$ cat config.mk
export PLATFORM = sky130hd
export DESIGN_NAME = sound_level_meter
export DESIGN_NICKNAME = d
export VERILOG_FILES = /design/src/rtl/core/slm_pkg.sv /design/src/rtl/core/sound_level_meter.sv /design/src/rtl/core/slm_front.sv /design/src/rtl/core/slm_queue.sv /design/src/rtl/core/slm_back.sv
export SDC_FILE = /design/constraint.sdc
export NUM_CORES = 2
export LEC_CHECK = 0
export BUFFER_PORTS_ARGS = -buffer_cell sky130_fd_sc_hd__buf_4
export CORE_ASPECT_RATIO = 1.4
export CORE_UTILIZATION = 50
export DETAILED_ROUTE_END_ITERATION = 10
export PLACE_DENSITY_LB_ADDON = 0.08
export RECOVER_POWER = 100
export SYNTH_ARGS = -nofsm -noshare
export SYNTH_HDL_FRONTEND = slang
export SYNTH_SLANG_ARGS = --single-unit
$ cat constraint.sdc
create_clock -name clk -period 11.3 [get_ports clk]
set_input_delay 1.13 -clock clk [delete_from_list [all_inputs] [get_ports clk]]
set_output_delay 1.13 -clock clk [all_outputs]
set_load 0.01 [all_outputs]
$ cat src/rtl/core/slm_pkg.sv
// Shared types, constants and the log2 table function of the sound level meter.
package slm_pkg;

	// Default build widths
	localparam int SAMPLE_BITS_DEF    = 24;
	localparam int LOG_TABLE_BITS_DEF = 6;

	// Depth of the queue between front and back
	localparam int QUEUE_DEPTH = 4;

	// Configuration port
	localparam int CFG_IDX_W  = 2;
	localparam int CFG_DATA_W = 16;

	localparam logic [CFG_IDX_W-1:0] CFG_SMOOTHING = 2'd0;
	localparam logic [CFG_IDX_W-1:0] CFG_MEASURE   = 2'd1;
	localparam logic [CFG_IDX_W-1:0] CFG_OFFSET    = 2'd2;

	// Register values after reset
	localparam logic [15:0]        SMOOTHING_RST = 16'd66;
	localparam logic [15:0]        MEASURE_RST   = 16'd5000;
	localparam logic signed [15:0] OFFSET_RST    = -16'sd6656;

	// Filter arithmetic
	localparam int ALPHA_ONE  = 65536;
	localparam int ROUND_HALF = 32768;

	// log2 and dB conversion
	localparam int                 FRAC_BITS     = 31;
	localparam logic [16:0]        LOG_ONE       = 17'h10000;
	localparam logic signed [19:0] DB_PER_OCTAVE = 20'sd394566;
	localparam int                 ROUND_DB      = 8388608;
	localparam int                 DB_MAX        = 32767;
	localparam int                 DB_MIN        = -32768;

	typedef struct packed {
		logic [15:0]        smoothing_factor;
		logic [15:0]        measure_length;
		logic signed [15:0] db_offset;
	} slm_cfg_t;

	typedef enum logic [3:0] {
		B_IDLE,
		B_MUL_LO,
		B_MUL_HI,
		B_MUL_X,
		B_UPDATE,
		B_CHECK,
		B_NORM,
		B_TABLE,
		B_INTERP,
		B_SCALE,
		B_OFFSET,
		B_ZERO
	} back_state_t;

	// log2(1 + i/2^tb) in Q16 by truncating square-and-compare; top entry is exactly one
	function automatic logic [16:0] log2_entry(input int unsigned i, input int unsigned tb);
		logic [63:0] m;
		logic [16:0] r;
		r = '0;
		m = 64'd65536 + ((64'(i) << 16) >> tb);
		for (int b = 15; b >= 0; b--) begin
			m = (m * m) >> 16;
			if (m >= 64'd131072) begin
				m = m >> 1;
				r[b] = 1'b1;
			end
		end
		if (i == (32'd1 << tb)) begin
			r = LOG_ONE;
		end
		return r;
	endfunction

endpackage

$ cat src/rtl/core/sound_level_meter.sv
// A sample that closes a measurement passes the filter update, the level check, the binary
// normalisation steps, table lookup, interpolation, dB scaling and the offset before its result
// is loaded; a zero level goes from the check straight to the result. The shared multiplier
// takes three products per filter update, and the back end finishes one sample before it takes
// the next, while the queue lets the front end take further samples; a result waits for a free output.
// Reset clears the level, sample count, queue and result valid; registers take defaults.
module sound_level_meter #(
	parameter int SAMPLE_BITS    = slm_pkg::SAMPLE_BITS_DEF,
	parameter int LOG_TABLE_BITS = slm_pkg::LOG_TABLE_BITS_DEF
) (
	input  logic                            clk,
	input  logic                            arst_n,
	input  logic                            in_valid,
	output logic                            in_ready,
	input  logic [SAMPLE_BITS-1:0]          sample,
	output logic                            out_valid,
	input  logic                            out_ready,
	output logic signed [15:0]              level_db,
	output logic                            level_zero,
	input  logic                            cfg_valid,
	output logic                            cfg_ready,
	input  logic [slm_pkg::CFG_IDX_W-1:0]   cfg_index,
	input  logic [slm_pkg::CFG_DATA_W-1:0]  cfg_data
);
	import slm_pkg::*;

	slm_cfg_t             cfg_q;
	logic                 q_full;
	logic                 q_empty;
	logic                 q_push;
	logic                 q_pop;
	logic [SAMPLE_BITS:0] q_wdata;
	logic [SAMPLE_BITS:0] q_rdata;

	// Accept a configuration transfer in any cycle
	assign cfg_ready = 1'b1;

	always_ff @(posedge clk or negedge arst_n) begin
		if (!arst_n) begin
			cfg_q.smoothing_factor <= SMOOTHING_RST;
			cfg_q.measure_length   <= MEASURE_RST;
			cfg_q.db_offset        <= OFFSET_RST;
		end else if (cfg_valid && cfg_ready) begin
			unique case (cfg_index)
				CFG_SMOOTHING: cfg_q.smoothing_factor <= cfg_data;
				CFG_MEASURE:   cfg_q.measure_length   <= cfg_data;
				CFG_OFFSET:    cfg_q.db_offset        <= $signed(cfg_data);
				default: ;
			endcase
		end
	end

	slm_front #(
		.SAMPLE_BITS(SAMPLE_BITS)
	) u_front (
		.clk     (clk),
		.arst_n  (arst_n),
		.cfg     (cfg_q),
		.in_valid(in_valid),
		.in_ready(in_ready),
		.sample  (sample),
		.q_full  (q_full),
		.q_push  (q_push),
		.q_data  (q_wdata)
	);

	slm_queue #(
		.WIDTH(SAMPLE_BITS + 1),
		.DEPTH(QUEUE_DEPTH)
	) u_queue (
		.clk      (clk),
		.arst_n   (arst_n),
		.push     (q_push),
		.push_data(q_wdata),
		.pop      (q_pop),
		.pop_data (q_rdata),
		.full     (q_full),
		.empty    (q_empty)
	);

	slm_back #(
		.SAMPLE_BITS   (SAMPLE_BITS),
		.LOG_TABLE_BITS(LOG_TABLE_BITS)
	) u_back (
		.clk       (clk),
		.arst_n    (arst_n),
		.cfg       (cfg_q),
		.q_empty   (q_empty),
		.q_data    (q_rdata),
		.q_pop     (q_pop),
		.out_valid (out_valid),
		.out_ready (out_ready),
		.level_db  (level_db),
		.level_zero(level_zero)
	);

endmodule

$ cat src/rtl/core/slm_front.sv
// Front end of the sound level meter: sample acceptance and measurement counting.
module slm_front #(
	parameter int SAMPLE_BITS = slm_pkg::SAMPLE_BITS_DEF
) (
	input  logic                   clk,
	input  logic                   arst_n,
	input  slm_pkg::slm_cfg_t      cfg,
	input  logic                   in_valid,
	output logic                   in_ready,
	input  logic [SAMPLE_BITS-1:0] sample,
	input  logic                   q_full,
	output logic                   q_push,
	output logic [SAMPLE_BITS:0]   q_data
);
	import slm_pkg::*;

	logic [15:0] count_q;
	logic [15:0] count_next;
	logic        closes;

	// Take a sample whenever the queue has room
	assign in_ready = !q_full;
	assign q_push   = in_valid && in_ready;

	// Tag the sample that closes a measurement
	assign count_next = count_q + 16'd1;
	assign closes     = (count_next == cfg.measure_length);
	assign q_data     = {closes, sample};

	// Advance the sample count on every transfer, restart after a closing sample
	always_ff @(posedge clk or negedge arst_n) begin
		if (!arst_n) begin
			count_q <= '0;
		end else if (q_push) begin
			count_q <= closes ? 16'd0 : count_next;
		end
	end

endmodule

$ cat src/rtl/core/slm_queue.sv
// Short first-in first-out queue between the front and back ends.
module slm_queue #(
	parameter int WIDTH = slm_pkg::SAMPLE_BITS_DEF + 1,
	parameter int DEPTH = slm_pkg::QUEUE_DEPTH
) (
	input  logic             clk,
	input  logic             arst_n,
	input  logic             push,
	input  logic [WIDTH-1:0] push_data,
	input  logic             pop,
	output logic [WIDTH-1:0] pop_data,
	output logic             full,
	output logic             empty
);
	import slm_pkg::*;

	localparam int AW = $clog2(DEPTH);

	logic [WIDTH-1:0] mem_q [DEPTH];
	logic [AW-1:0]    wr_q;
	logic [AW-1:0]    rd_q;
	logic [AW:0]      count_q;

	assign full     = (count_q == (AW+1)'(DEPTH));
	assign empty    = (count_q == '0);
	assign pop_data = mem_q[rd_q];

	// Store the entry at the write pointer
	always_ff @(posedge clk) begin
		if (push) begin
			mem_q[wr_q] <= push_data;
		end
	end

	// Advance pointers and fill count
	always_ff @(posedge clk or negedge arst_n) begin
		if (!arst_n) begin
			wr_q    <= '0;
			rd_q    <= '0;
			count_q <= '0;
		end else begin
			if (push) begin
				wr_q <= (wr_q == AW'(DEPTH - 1)) ? '0 : wr_q + AW'(1);
			end
			if (pop) begin
				rd_q <= (rd_q == AW'(DEPTH - 1)) ? '0 : rd_q + AW'(1);
			end
			if (push && !pop) begin
				count_q <= count_q + (AW+1)'(1);
			end else if (pop && !push) begin
				count_q <= count_q - (AW+1)'(1);
			end
		end
	end

`ifndef SYNTHESIS
	a_count_bound: assert property (@(posedge clk) disable iff (!arst_n)
		count_q <= (AW+1)'(DEPTH))
		else $error("queue fill count beyond depth");
	a_no_pop_empty: assert property (@(posedge clk) disable iff (!arst_n)
		pop |-> !empty)
		else $error("queue popped while empty");
	a_no_push_full: assert property (@(posedge clk) disable iff (!arst_n)
		push |-> !full)
		else $error("queue pushed while full");
`endif

endmodule

$ cat src/rtl/core/slm_back.sv
// Back end of the sound level meter: filter update, log conversion and result register.
module slm_back #(
	parameter int SAMPLE_BITS    = slm_pkg::SAMPLE_BITS_DEF,
	parameter int LOG_TABLE_BITS = slm_pkg::LOG_TABLE_BITS_DEF
) (
	input  logic                 clk,
	input  logic                 arst_n,
	input  slm_pkg::slm_cfg_t    cfg,
	input  logic                 q_empty,
	input  logic [SAMPLE_BITS:0] q_data,
	output logic                 q_pop,
	output logic                 out_valid,
	input  logic                 out_ready,
	output logic signed [15:0]   level_db,
	output logic                 level_zero
);
	import slm_pkg::*;

	localparam int LB     = SAMPLE_BITS + 16;
	localparam int LO     = LB / 2;
	localparam int HI     = LB - LO;
	localparam int MA     = (SAMPLE_BITS > HI) ? SAMPLE_BITS : HI;
	localparam int PW     = MA + 17;
	localparam int ACCW   = LB + 17;
	localparam int NSTEPS = $clog2(LB);
	localparam int STW    = $clog2(NSTEPS);
	localparam int SEG    = FRAC_BITS - LOG_TABLE_BITS;
	localparam int TABSZ  = (1 << LOG_TABLE_BITS) + 1;
	localparam int TIW    = LOG_TABLE_BITS + 1;
	localparam int IPW    = 17 + SEG;
	localparam int L2W    = NSTEPS + 18;
	localparam int VW     = L2W + 20;
	localparam int DBW    = L2W - 4;

	back_state_t state_q, state_d;

	logic [SAMPLE_BITS-1:0] x_q;
	logic                   emit_q;
	logic [LB-1:0]          y_q;
	logic [ACCW-1:0]        acc_q;
	logic [PW-1:0]          prod_q;
	logic [LB-1:0]          norm_q;
	logic [NSTEPS-1:0]      shift_q;
	logic [STW-1:0]         step_q;
	logic [16:0]            t0_q;
	logic [16:0]            diff_q;
	logic [SEG-1:0]         rem_q;
	logic signed [L2W-1:0]  l2_q;
	logic signed [DBW-1:0]  db_q;
	logic                   out_valid_q;
	logic signed [15:0]     level_db_q;
	logic                   level_zero_q;

	logic                   out_free;
	logic                   out_load;
	logic [16:0]            bcoef;
	logic [MA-1:0]          mul_a;
	logic [16:0]            mul_b;
	logic [PW-1:0]          mul_p;
	logic [ACCW-1:0]        acc_sum;
	logic [NSTEPS-1:0]      sh_amt;
	logic [LB-1:0]          hi_mask;
	logic [LB+29:0]         frac_ext;
	logic [FRAC_BITS-1:0]   frac;
	logic [LOG_TABLE_BITS-1:0] idx;
	logic [SEG-1:0]         rem;
	logic [16:0]            tab_lo;
	logic [16:0]            tab_hi;
	logic [IPW-1:0]         ip;
	logic [16:0]            lf;
	logic [NSTEPS-1:0]      pos;
	logic signed [L2W-1:0]  pm16;
	logic signed [L2W-1:0]  l2_d;
	logic signed [VW-1:0]   v;
	logic signed [DBW-1:0]  db_d;
	logic signed [DBW:0]    sum;
	logic signed [15:0]     db_sat;
	logic [16:0]            log_tab [TABSZ];

	// Constant log2 table
	for (genvar gi = 0; gi < TABSZ; gi++) begin : g_tab
		assign log_tab[gi] = log2_entry(gi, LOG_TABLE_BITS);
	end

	assign out_free = !out_valid_q || out_ready;

	// Shared multiplier: two halves of the level, then the sample
	assign bcoef = 17'(ALPHA_ONE) - {1'b0, cfg.smoothing_factor};
	always_comb begin
		mul_a = MA'(y_q[LO-1:0]);
		mul_b = bcoef;
		if (state_q == B_MUL_HI) begin
			mul_a = MA'(y_q[LB-1:LO]);
		end else if (state_q == B_MUL_X) begin
			mul_a = MA'(x_q);
			mul_b = {1'b0, cfg.smoothing_factor};
		end
	end
	assign mul_p   = PW'(mul_a) * PW'(mul_b);
	assign acc_sum = acc_q + (ACCW'(prod_q) << 16);

	// Normalise one binary step at a time
	assign sh_amt  = {1'b1, {(NSTEPS-1){1'b0}}} >> step_q;
	assign hi_mask = ~({LB{1'b1}} >> sh_amt);

	// Table lookup from the bits below the leading one
	assign frac_ext = {norm_q[LB-2:0], 31'b0};
	assign frac     = frac_ext[LB+29 -: FRAC_BITS];
	assign idx      = frac[FRAC_BITS-1 -: LOG_TABLE_BITS];
	assign rem      = frac[SEG-1:0];
	assign tab_lo   = log_tab[{1'b0, idx}];
	assign tab_hi   = log_tab[TIW'(idx) + TIW'(1)];

	// Interpolate and add the octave
	assign ip   = IPW'(diff_q) * IPW'(rem_q);
	assign lf   = t0_q + 17'(ip >> SEG);
	assign pos  = NSTEPS'(LB - 1) - shift_q;
	assign pm16 = L2W'($signed({1'b0, pos})) - L2W'(16);
	assign l2_d = (pm16 <<< 16) + $signed(L2W'(lf));

	// Scale to dB with round half up
	assign v    = VW'(l2_q) * VW'(DB_PER_OCTAVE) + VW'(ROUND_DB);
	assign db_d = $signed(v[VW-1:24]);

	// Apply the calibration offset and saturate
	assign sum = (DBW+1)'(db_q) + (DBW+1)'(cfg.db_offset);
	always_comb begin
		priority if (sum > (DBW+1)'(DB_MAX)) begin
			db_sat = 16'(DB_MAX);
		end else if (sum < (DBW+1)'(DB_MIN)) begin
			db_sat = 16'(DB_MIN);
		end else begin
			db_sat = 16'(sum);
		end
	end

	// Sequencer: next state, queue pop and result load
	always_comb begin
		state_d  = state_q;
		q_pop    = 1'b0;
		out_load = 1'b0;
		unique case (state_q)
			B_IDLE: begin
				if (!q_empty) begin
					q_pop   = 1'b1;
					state_d = B_MUL_LO;
				end
			end
			B_MUL_LO: state_d = B_MUL_HI;
			B_MUL_HI: state_d = B_MUL_X;
			B_MUL_X:  state_d = B_UPDATE;
			B_UPDATE: state_d = emit_q ? B_CHECK : B_IDLE;
			B_CHECK:  state_d = (y_q == '0) ? B_ZERO : B_NORM;
			B_NORM: begin
				if (step_q == STW'(NSTEPS - 1)) begin
					state_d = B_TABLE;
				end
			end
			B_TABLE:  state_d = B_INTERP;
			B_INTERP: state_d = B_SCALE;
			B_SCALE:  state_d = B_OFFSET;
			B_OFFSET, B_ZERO: begin
				if (out_free) begin
					out_load = 1'b1;
					state_d  = B_IDLE;
				end
			end
			default: state_d = B_IDLE;
		endcase
	end

	always_ff @(posedge clk or negedge arst_n) begin
		if (!arst_n) begin
			state_q <= B_IDLE;
		end else begin
			state_q <= state_d;
		end
	end

	// Hold the running level; write it back after the last product
	always_ff @(posedge clk or negedge arst_n) begin
		if (!arst_n) begin
			y_q <= '0;
		end else if (state_q == B_UPDATE) begin
			y_q <= acc_sum[LB+15:16];
		end
	end

	// Working registers of the sequencer
	always_ff @(posedge clk) begin
		unique case (state_q)
			B_IDLE: begin
				if (q_pop) begin
					x_q    <= q_data[SAMPLE_BITS-1:0];
					emit_q <= q_data[SAMPLE_BITS];
				end
			end
			B_MUL_LO: begin
				prod_q <= mul_p;
				acc_q  <= ACCW'(ROUND_HALF);
			end
			B_MUL_HI: begin
				prod_q <= mul_p;
				acc_q  <= acc_q + ACCW'(prod_q);
			end
			B_MUL_X: begin
				prod_q <= mul_p;
				acc_q  <= acc_q + (ACCW'(prod_q) << LO);
			end
			B_CHECK: begin
				norm_q  <= y_q;
				shift_q <= '0;
				step_q  <= '0;
			end
			B_NORM: begin
				if ((norm_q & hi_mask) == '0) begin
					norm_q  <= norm_q << sh_amt;
					shift_q <= shift_q | sh_amt;
				end
				step_q <= step_q + STW'(1);
			end
			B_TABLE: begin
				t0_q   <= tab_lo;
				diff_q <= tab_hi - tab_lo;
				rem_q  <= rem;
			end
			B_INTERP: l2_q <= l2_d;
			B_SCALE:  db_q <= db_d;
			default: ;
		endcase
	end

	// Result register: free up on transfer, load when a level is ready
	always_ff @(posedge clk or negedge arst_n) begin
		if (!arst_n) begin
			out_valid_q <= 1'b0;
		end else if (out_load) begin
			out_valid_q <= 1'b1;
		end else if (out_ready) begin
			out_valid_q <= 1'b0;
		end
	end

	always_ff @(posedge clk) begin
		if (out_load) begin
			level_db_q   <= (state_q == B_ZERO) ? 16'(DB_MIN) : db_sat;
			level_zero_q <= (state_q == B_ZERO);
		end
	end

	assign out_valid  = out_valid_q;
	assign level_db   = level_db_q;
	assign level_zero = level_zero_q;

`ifndef SYNTHESIS
	a_zero_saturates: assert property (@(posedge clk) disable iff (!arst_n)
		(out_valid_q && level_zero_q) |-> (level_db_q == 16'(DB_MIN)))
		else $error("zero level result not saturated");
	a_check_on_emit: assert property (@(posedge clk) disable iff (!arst_n)
		(state_q == B_CHECK) |-> emit_q)
		else $error("log conversion started on a sample that closes no measurement");
	a_result_held: assert property (@(posedge clk) disable iff (!arst_n)
		(out_valid_q && !out_ready) |=>
		(out_valid_q && $stable(level_db_q) && $stable(level_zero_q)))
		else $error("waiting result changed before its transfer");
`endif

endmodule

==> run summary <==
The delay of the slowest cell on the worst path came out at approximately 0.94 ns. The worst register-to-register path ends at u_back.l2_q[22]$_DFFE_PP_. The final reports fail on capacitance limit, slew limit. The number of vias per cell came out at about 5.8. The largest net degree at the start of global routing came out at 84.

The setup path with the least slack is of type reg2reg. The clock arrives with 0.05450 ns of skew. The slew at the pin closest to its max-slew limit is 4.252 ns. The clock passes through at most 3 buffers.

The number of enable-type register cells in the synthesized netlist is 390. After detailed routing, the average wire length per cell comes to around 22 µm. The count of endpoints failing setup in the final report came out at 0. The final wirelength came out at approximately 200 mm. CTS saw 506 sinks. The number of cell rows is 158.

Counting distinct cell types in the post-synthesis netlist gives approximately 100. The number of nets in the layout is roughly 8600. Once detail routing completed, the nets flagged for antenna violations numbered 0. Headroom to the max-slew limit came out at -183.5%. The maximum clock frequency is about 95 MHz.

The peak fanout along the critical path came out at 25. The area of the mapped netlist came out at between 60000 and 70000 µm². The number of top-level pins is 67.

STA classifies the critical path endpoint as a flip-flop. The number of buffers added by the clock tree synthesis step came out at 54. For the finished layout, the period the worst path requires is 10.49 ns. The clock insertion delay at the later pin of the skew report is about 0.68 ns. The number of hold buffers added after CTS was 0.

In this design, the critical path's most frequently occurring cell is sky130_fd_sc_hd__fa_1. For this run the aggregate overflow at the end of global routing stands at 0. Counting flops with an async set or reset pin after synthesis yields a share of a little under a quarter. The number of storage elements in the synthesis netlist came out at 506. Compared with the post-synthesis result, the final layout area differs by 6.168%. The floorplan die height came out at between 400 and 500 µm. The DRC violation count after routing came out at 0. The cell count after synthesis came out at just over 7000. The class of the tightest hold or removal check is reg2reg. The critical path depth is 37. Among all flip-flop cells after synthesis, the most frequent one is sky130_fd_sc_hd__edfxtp_1.

The die outline area came out at 134600 µm². The number of max-cap violations came out at 18. The number of setup buffers added after CTS is 0. In this run the mean area of a mapped cell was ~9.2 µm². Setup repair after global routing left no endpoint under its margin.

The detailed-routing iteration count for the pre-antenna-repair pass is 6. The overall routing resource usage is a little under a third. The area of the placeable core is 132300 µm². The number of resized instances in the post-cts repair step came out at 0. The number of antenna violations at the first check in global routing came to 11. Across all setup checks in the final design, the least slack found is 0.8095 ns.

From left edge to right edge, the die measures 310.4 µm. The first global-routing pass estimated slightly above 300 mm of wire. At the placement stage, the worst setup path has a slack of 0.8613 ns. The critical path buffer and inverter count came out at 5. The global placement routability congestion came out at between 0.9 and 1.

The CTS tree is built. The data required time at the worst endpoint is between 10 and 15 ns. The path depth of the worst reg2reg path came out at 37. The ratio of cells with drive above 1 in the final layout came out at 5.096%. The via count of the first global-routing pass came out at ~53000.

The count of fill cells added during filler insertion came out at roughly 12000. The final critical-path share of the clock period is 92.84%. The via count of the routed design came out at between 50000 and 60000.

The count of port buffers added during placement came out at 65. The depth of the CTS H-tree is 2. The final number of hold-violating endpoints came out at 0. The register-to-register path setup slack came out at 0.81 ns. The total of warnings raised by yosys came out at 0. Of the synthesized area, sequential elements account for 21.98%. The initial standard-cell utilization of the core is around 50%. The number of cells on the worst hold path came out at 1. The kind of start point of the critical path is a flip-flop. The launch instance of the worst register-to-register path is u_back.diff_q[3]$_DFFE_PP_. The worst hold path begins at u_queue.count_q[2]$_DFFE_PN0P_. Clock-pin slew was measured on the worst setup and hold paths at 0.07 ns. The run finished, with violations left. After routing, the total negative slack on setup checks comes to 0 ns.

Summed over all nets, the half-perimeter wirelength after detailed placement is between 150 and 200 mm. The path with the worst hold slack has its endpoint at u_queue.count_q[2]$_DFFE_PN0P_. The violation count after the first detailed-route iteration came out at 4274. CTS placed an instance of sky130_fd_sc_hd__clkbuf_16 at the clock tree root. Grouping stages by cell kind, the critical path spends the most delay in adder cells. The slowest stage of the critical path belongs to the cell sky130_fd_sc_hd__edfxtp_1.

STA puts the critical path data arrival time at between 10 and 15 ns. The max-slew violation count is between 700 and 800.
-- cells in the final DEF, fill, tap and decap left out, types with 17 or more instances in the layout --
| cell type | Yosys | routed |
|---|---|---|
| sky130_fd_sc_hd__inv_1 | 1136 | 1136 |
| sky130_fd_sc_hd__nand2_1 | 920 | 918 |
| sky130_fd_sc_hd__fa_1 | 782 | 782 |
| sky130_fd_sc_hd__ha_1 | 626 | 625 |
| sky130_fd_sc_hd__edfxtp_1 | 390 | 390 |
| sky130_fd_sc_hd__nor2_1 | 383 | 381 |
| sky130_fd_sc_hd__a21oi_1 | 345 | 343 |
| sky130_fd_sc_hd__o21ai_0 | 307 | 308 |
| sky130_fd_sc_hd__and2_1 | 193 | 190 |
| sky130_fd_sc_hd__xnor2_1 | 192 | 185 |
| sky130_fd_sc_hd__mux2i_1 | 143 | 143 |
| sky130_fd_sc_hd__a21o_1 | 135 | 135 |
| sky130_fd_sc_hd__buf_4 | 2 | 113 |
| sky130_fd_sc_hd__dfrtp_1 | 104 | 103 |
| sky130_fd_sc_hd__nand3_1 | 95 | 95 |
| sky130_fd_sc_hd__nor3_1 | 93 | 92 |
| sky130_fd_sc_hd__xor2_1 | 90 | 88 |
| sky130_fd_sc_hd__and3_1 | 79 | 79 |
| sky130_fd_sc_hd__clkbuf_1 | 277 | 72 |
| sky130_fd_sc_hd__nor2b_1 | 64 | 64 |
| sky130_fd_sc_hd__clkbuf_16 | 0 | 55 |
| sky130_fd_sc_hd__mux2_2 | 52 | 52 |
| sky130_fd_sc_hd__o211ai_1 | 51 | 51 |
| sky130_fd_sc_hd__nand2b_1 | 49 | 49 |
| sky130_fd_sc_hd__a211oi_1 | 45 | 45 |
| sky130_fd_sc_hd__a31oi_1 | 44 | 44 |
| sky130_fd_sc_hd__o21a_1 | 38 | 38 |
| sky130_fd_sc_hd__o21bai_1 | 37 | 37 |
| sky130_fd_sc_hd__nor4_1 | 35 | 35 |
| sky130_fd_sc_hd__mux4_2 | 34 | 34 |
| sky130_fd_sc_hd__o22ai_1 | 33 | 33 |
| sky130_fd_sc_hd__nand4_1 | 32 | 32 |
| sky130_fd_sc_hd__o31ai_1 | 29 | 29 |
| sky130_fd_sc_hd__a22oi_1 | 23 | 23 |
| sky130_fd_sc_hd__o311ai_0 | 17 | 17 |
-- through the flow --
step / hold WS [ns] / cell area (µm²) / std cells / util (%)
floorplan: 0.4636 / 66570 / 7217 / -
global placement: 0.4851 / 69080 / 8841 / 52.24
detailed placement: 0.5046 / 69080 / 8841 / 52.24
CTS: 0.4629 / 71010 / 8942 / 53.69
global route: 0.5434 / 70660 / 8945 / 53.43
finish: 0.5153 / 70660 / 8946 / 53.43
-- cell families (layout without fill, tap and decap cells) --
kind of cell,Yosys count,in the layout,synth area share (%)
DFF,506,506,21.98
muxes,229,229,4.181
xor gates and xnor gates,282,282,3.711
adders and majority gates,1408,1408,35.29
buffers and inverters,1459,1424,8.266
and+or+nand+nor,2032,2032,14.06
AOI/OAI and AO/OA,1296,1296,12.50
other,2,9,0.01128
-- layout make-up --
class | count | area, µm² | area share, %
Antenna cell | 4 | 10.01 | 0.01417
Clock buffer | 63 | 1446 | 2.047
Clock inverter | 38 | 476.7 | 0.6746
Inverter | 1142 | 4287 | 6.067
Multi-Input combinational cell | 5252 | 46500 | 65.81
Sequential cell | 506 | 14630 | 20.71
Tap cell | 1760 | 2202 | 3.116
Timing Repair Buffer | 181 | 1104 | 1.562
-- per-layer routing --
metal	global-route usage (%)	share of wire, %	wire, µm
met1	35.47	38	75730
met5	0	0.034	68
met4	17.24	6.5	13040
met3	2.944	4.3	8734
met2	54.23	51	103300
-- worst max-delay path by stage --
stage,from,end
finish,u_back.diff_q[3]$_DFFE_PP_,u_back.l2_q[22]$_DFFE_PP_
global route,u_back.diff_q[3]$_DFFE_PP_,u_back.l2_q[22]$_DFFE_PP_
CTS,u_back.diff_q[3]$_DFFE_PP_,u_back.l2_q[22]$_DFFE_PP_
detailed placement,u_back.diff_q[3]$_DFFE_PP_,u_back.l2_q[22]$_DFFE_PP_
global placement,u_back.diff_q[3]$_DFFE_PP_,u_back.l2_q[22]$_DFFE_PP_
floorplan,u_back.rem_q[20]$_DFFE_PP_,u_back.l2_q[22]$_DFFE_PP_
-- Yosys cell counts (all sizes together) (143+ instances only) --
library cell	count	area share (%)
nand2	920	5.2
edfxtp	390	18
fa	782	24
ha	626	12
inv	1137	6.4
o21ai	309	2.3
xnor2	192	2.5
and2	195	1.8
a21oi	347	2.6
clkbuf	277	1.6
mux2i	143	2.2
nor2	383	2.2
-- registers in the layout, summed over array words and instances, names as in the netlist, 2 cells and up --
register,count
u_back.prod_q,41
u_back.shift_q,6
u_back.db_q,20
u_queue.mem_q,100
u_queue.wr_q,2
u_back.norm_q,40
u_back.x_q,24
u_back.state_q,4
u_back.level_db,16
u_back.l2_q,24
u_back.y_q,40
u_back.t0_q,16
u_front.count_q,16
u_queue.rd_q,2
u_queue.count_q,3
cfg_q,48
u_back.rem_q,25
u_back.diff_q,17
u_back.step_q,3
u_back.acc_q,56
Power is left out: the tool's default activity adds up to more than one toggle a clock period on the data nets, which glitch-free logic cannot reach.
